## src/sv/srl_pkg.sv

```systemverilog
`default_nettype none
package srl_pkg;

   localparam int DEPTH_DEF         = 64;
   localparam int PAYLOAD_WIDTH_DEF = 64;

   localparam int KEY_W    = 31;
   localparam int PAY_W    = 64;
   localparam int POS_W    = 7;
   localparam int MODE_W   = 4;
   localparam int STATUS_W = 2;
   localparam int REQ_W    = 120;
   localparam int RSP_W    = 112;

   localparam logic [MODE_W-1:0] MODE_APPEND     = 4'd0;
   localparam logic [MODE_W-1:0] MODE_FRONT      = 4'd1;
   localparam logic [MODE_W-1:0] MODE_SORTED     = 4'd2;
   localparam logic [MODE_W-1:0] MODE_READ       = 4'd3;
   localparam logic [MODE_W-1:0] MODE_FIND       = 4'd4;
   localparam logic [MODE_W-1:0] MODE_REMOVE     = 4'd5;
   localparam logic [MODE_W-1:0] MODE_REM_FIRST  = 4'd6;
   localparam logic [MODE_W-1:0] MODE_REM_LAST   = 4'd7;
   localparam logic [MODE_W-1:0] MODE_SWAP       = 4'd8;
   localparam logic [MODE_W-1:0] MODE_RANGE      = 4'd9;

   localparam logic [STATUS_W-1:0] ST_DONE   = 2'd0;
   localparam logic [STATUS_W-1:0] ST_MISS   = 2'd1;
   localparam logic [STATUS_W-1:0] ST_REJECT = 2'd2;

   typedef enum logic [2:0] {
      CMD_HOLD    = 3'd0,
      CMD_COMPARE = 3'd1,
      CMD_OPEN    = 3'd2,
      CMD_CLOSE   = 3'd3,
      CMD_SWAP    = 3'd4
   } cmd_op_type;

   typedef struct packed {
      cmd_op_type       op;
      logic [KEY_W-1:0] key;
      logic [PAY_W-1:0] payload;
   } cmd_type;

endpackage
`default_nettype wire

```

## src/sv/srl_cell.sv

```systemverilog
`default_nettype none
module srl_cell #(
   parameter int DEPTH         = srl_pkg::DEPTH_DEF,
   parameter int PAYLOAD_WIDTH = srl_pkg::PAYLOAD_WIDTH_DEF,
   parameter int IDX           = 0
) (
   input  wire                               clock,
   input  srl_pkg::cmd_type                  cmd,
   input  wire [$clog2(DEPTH)-1:0]           pos,
   input  wire [$clog2(DEPTH+1)-1:0]         count,
   input  wire [srl_pkg::KEY_W-1:0]          left_key,
   input  wire [PAYLOAD_WIDTH-1:0]           left_pay,
   input  wire [srl_pkg::KEY_W-1:0]          right_key,
   input  wire [PAYLOAD_WIDTH-1:0]           right_pay,
   input  wire [srl_pkg::KEY_W-1:0]          swap_key,
   input  wire [PAYLOAD_WIDTH-1:0]           swap_pay,
   output logic [srl_pkg::KEY_W-1:0]         key,
   output logic [PAYLOAD_WIDTH-1:0]          pay,
   output logic                              eq,
   output logic                              lt
);
   localparam int IDX_W = $clog2(DEPTH);
   localparam int CNT_W = $clog2(DEPTH+1);
   localparam logic [IDX_W-1:0] MY_IDX = IDX_W'(IDX);

   logic [srl_pkg::KEY_W-1:0] key_ff, key_in;
   logic [PAYLOAD_WIDTH-1:0]  pay_ff, pay_in;
   logic                      eq_ff, eq_in, lt_ff, lt_in;
   logic                      valid;

   assign valid = CNT_W'(IDX) < count;

   always_comb begin
      key_in = key_ff;
      pay_in = pay_ff;
      eq_in  = eq_ff;
      lt_in  = lt_ff;
      case (cmd.op)
         srl_pkg::CMD_COMPARE: begin
            eq_in = valid && (key_ff == cmd.key);
            lt_in = valid && (key_ff < cmd.key);
         end
         srl_pkg::CMD_OPEN: begin
            if (MY_IDX == pos) begin
               key_in = cmd.key;
               pay_in = cmd.payload[PAYLOAD_WIDTH-1:0];
            end else if (MY_IDX > pos) begin
               key_in = left_key;
               pay_in = left_pay;
            end
         end
         srl_pkg::CMD_CLOSE: begin
            if (MY_IDX >= pos) begin
               key_in = right_key;
               pay_in = right_pay;
            end
         end
         srl_pkg::CMD_SWAP: begin
            if (MY_IDX == pos) begin
               key_in = swap_key;
               pay_in = swap_pay;
            end
         end
         default: ;
      endcase
   end

   always_ff @(posedge clock) begin
      key_ff <= key_in;
      pay_ff <= pay_in;
      eq_ff  <= eq_in;
      lt_ff  <= lt_in;
   end

   assign key = key_ff;
   assign pay = pay_ff;
   assign eq  = eq_ff;
   assign lt  = lt_ff;

endmodule
`default_nettype wire

```

## config.mk

```make
export PLATFORM = sky130hd
export DESIGN_NAME = srl_cell
export DESIGN_NICKNAME = d
export VERILOG_FILES = /design/src/sv/srl_pkg.sv /design/src/sv/srl_cell.sv
export SDC_FILE = /design/constraint.sdc
export NUM_CORES = 1
export LEC_CHECK = 0
export BUFFER_PORTS_ARGS = -buffer_cell sky130_fd_sc_hd__buf_4
export CORE_AREA = 2 2 195 197
export CTS_BUF_LIST = sky130_fd_sc_hd__clkbuf_16
export CTS_CLUSTER_SIZE = 16
export DETAILED_ROUTE_END_ITERATION = 7
export DIE_AREA = 0 0 197 199
export PLACE_DENSITY_LB_ADDON = 0.08
export SYNTH_ARGS = -nofsm -noshare
export SYNTH_HDL_FRONTEND = slang
export SYNTH_SLANG_ARGS = --single-unit
```

## constraint.sdc

```tcl
create_clock -name clock -period 6.5 [get_ports clock]
set_clock_uncertainty 0.15 [all_clocks]
set_input_delay 1.3 -clock clock [delete_from_list [all_inputs] [get_ports clock]]
set_output_delay 1.3 -clock clock [all_outputs]
set_load 0.005 [all_outputs]
```

==> metrics <==
CP dominant cell by count buf_4; Slew Limit Headroom 30.1%; GP Congestion 0.786; Finished Layout Cells between 1.5k and 2k; GRT Total Usage between 10% and 20%; DRT iter0 DRCs approximately 220; GRT Residual Overflow 0; peak supply drop 0.000107 V; # rows 71; fmax roughly 0.28 GHz; PortBufs 493; die area between 30000 and 40000 um2; First-pass DRT Iterations 5; Finish-stage setup viols 0; Max clock buf depth 2; Remaining DRCs 0; Main synth FF type edfxtp_1; Inserted Clock Buffers 9; DP Worst Slack around 2.5 ns; crit path max fanout 35; post-DP HPWL between 20000 and 25000 um; Root Driver clkbuf_16; crit path cell chain buf_4 > nor3_4 > buf_4 > a21oi_1 > nor2_4 > buf_4; kind of end point of the critical path register; die width 197 um; Max stage delay on crit path about 0.6 ns; Req. time, crit path 6.34 ns; Crit Path Class primary input to register; # fillers ~4k; count of pins over their slew limit 0; first-pass GRT wire length roughly 43000 um; Setup WS post-layout just under 3 ns; most frequent cells in the layout buf_4, edfxtp_1, a22oi_1, o21ai_1, mux2i_1; syn_area_per_cell approximately 11 um2; WP data arrival roughly 3.4 ns; CP Buf/Inv Count 3; Vias 6427; startpoint types primary input; ANT nets after route 0; dpl cells 1510; #FFs+latches synth slightly below 100; # resized after CTS 0; max_cap viols 0; Top Usage Layer GRT met2; Die Y roughly 200 um; Post-DP Area between 10000 and 15000 um2; hold_buf cts 0; Clk pin slew, worst setup/hold paths ~0.07 ns; post-route total power roughly 1.6 mW; Post-synth EDFFs 97; Routed WL per cell slightly below 20 um; Nets about 1.5k; Seq/Total Area, Yosys about 48%; Layout area overhead 72.6%; unrepaired setup endpoints after global routing false; PwrDens between 100 and 150 nW/um2; standby leakage power 4.94 nW; syn nets 1007; H-tree Lvls 3; core area about 37000 um2; fin crit share between 50% and 60%; slowest CP cell nor2_4; largest net degree at the start of global routing 75; post-route minimum period approximately 3.5 ns; Hold Vio Cnt, Final 0; clk_lat worst skew roughly 0.35 ns; num ports a little under 500; status finished clean; Least-Margin Pin Slew approximately 1.0 ns; fraction of layout instances using a drive strength above 1 49.5%; Via density 4.21; CTS tree done; asr flop ratio synth 0%; Initial Utilization 16.4%; M3 GR Usage approximately 4%; CP top delay family buffers and inverters; Sink Count 97; Post-Layout Inst Area 10500 um2; hold crit path type register to register; Cell Area, Synth just over 6000 um2; overall routed net length between 30000 and 40000 um; antenna violations before repair 2; commonest non-fill, non-tap cell in the layout buf_4; Yosys Warn Count 0; met1 usage 17.5%; Synth Instances 579; Synth cell types 34; vias in the first global route about 6.6k; met2 usage 26.0%; setup TNS 0 ns; # Post-CTS Setup Buffers 0
-- worst paths after layout --
check                from       to  slack (ns)  cells past startpoint
setup / recovery  cmd[96]  pay[35]        2.96                      6
hold / removal    key[30]       lt        0.72                      4
setup reg to reg  key[18]       lt        4.28                      6
hold reg to reg   key[30]       lt        0.72                      4
-- sequential cells by signal, indices dropped and copies added (netlist names) --
register  cells
lt            1
eq            1
pay          64
key          31
-- per-stage QoR --
| step | hold WS [ns] | util (%) |
|---|---|---|
| after floorplan | 0.647 | - |
| after global placement | 0.736 | 27.6 |
| after detailed placement | 0.732 | 27.6 |
| after CTS | 0.744 | 28.3 |
| after global routing | 0.790 | 28.4 |
| final | 0.719 | 28.4 |
-- cells in the mapped netlist, drive strengths merged (3+ instances only) --
cell,n,area [um2]
inv,32,120
a22oi,95,713
nor3,3,20.0
nor2,37,139
mux2i,65,651
edfxtp,97,2910
ha,31,388
o21ai,98,490
and4,3,26.3
buf,20,151
nand2,10,37.5
nand4,3,18.8
clkbuf,24,90.1
nand3,3,15.0
a21oi,42,210
-- layer usage --
layer	share of wire (%)	routed length (um)
met1	40	12100
met3	7.4	2230
met2	51	15400
met5	0	0
met4	1.7	507
-- kinds of logic (layout without fill, tap and decap cells) --
family          after synthesis  in the layout  share of synthesized area (%)
compound gates              243            243                           24.2
fa+ha+maj                    31             31                           6.36
buf+inv                      76            549                           5.92
flops                        97             97                           47.7
mux                          65             65                           10.7
other cells                   0              2                              0
simple gates                 67             67                           5.10
-- final cells by class --
class / instances / area, um2 / area share, %
tap: 474 / 593 / 5.63
multi-input combinational: 406 / 2860 / 27.1
clock inverter: 7 / 46.3 / 0.440
antenna: 2 / 5.00 / 0.0475
sequential: 97 / 2910 / 27.7
clock buffer: 9 / 225 / 2.14
inverter: 32 / 120 / 1.14
timing repair buffer: 501 / 3770 / 35.8
-- report_power, final --
part	switching, mW	total, mW	leakage, nW	internal, mW
registers	0.00130	0.701	0.855	0.700
clock network	0.274	0.535	0.135	0.261
logic	0.132	0.342	3.95	0.210
-- worst reg2reg max path, cell delays in order, from the launching register on --
cell and delay, ns:
edfxtp_1 0.41, ha_1 0.31, a21oi_1 0.19, o21ai_0 0.17, a221oi_1 0.52, o2111ai_1 0.19, a21oi_1 0.14
Power figures use the tool's default switching activity.
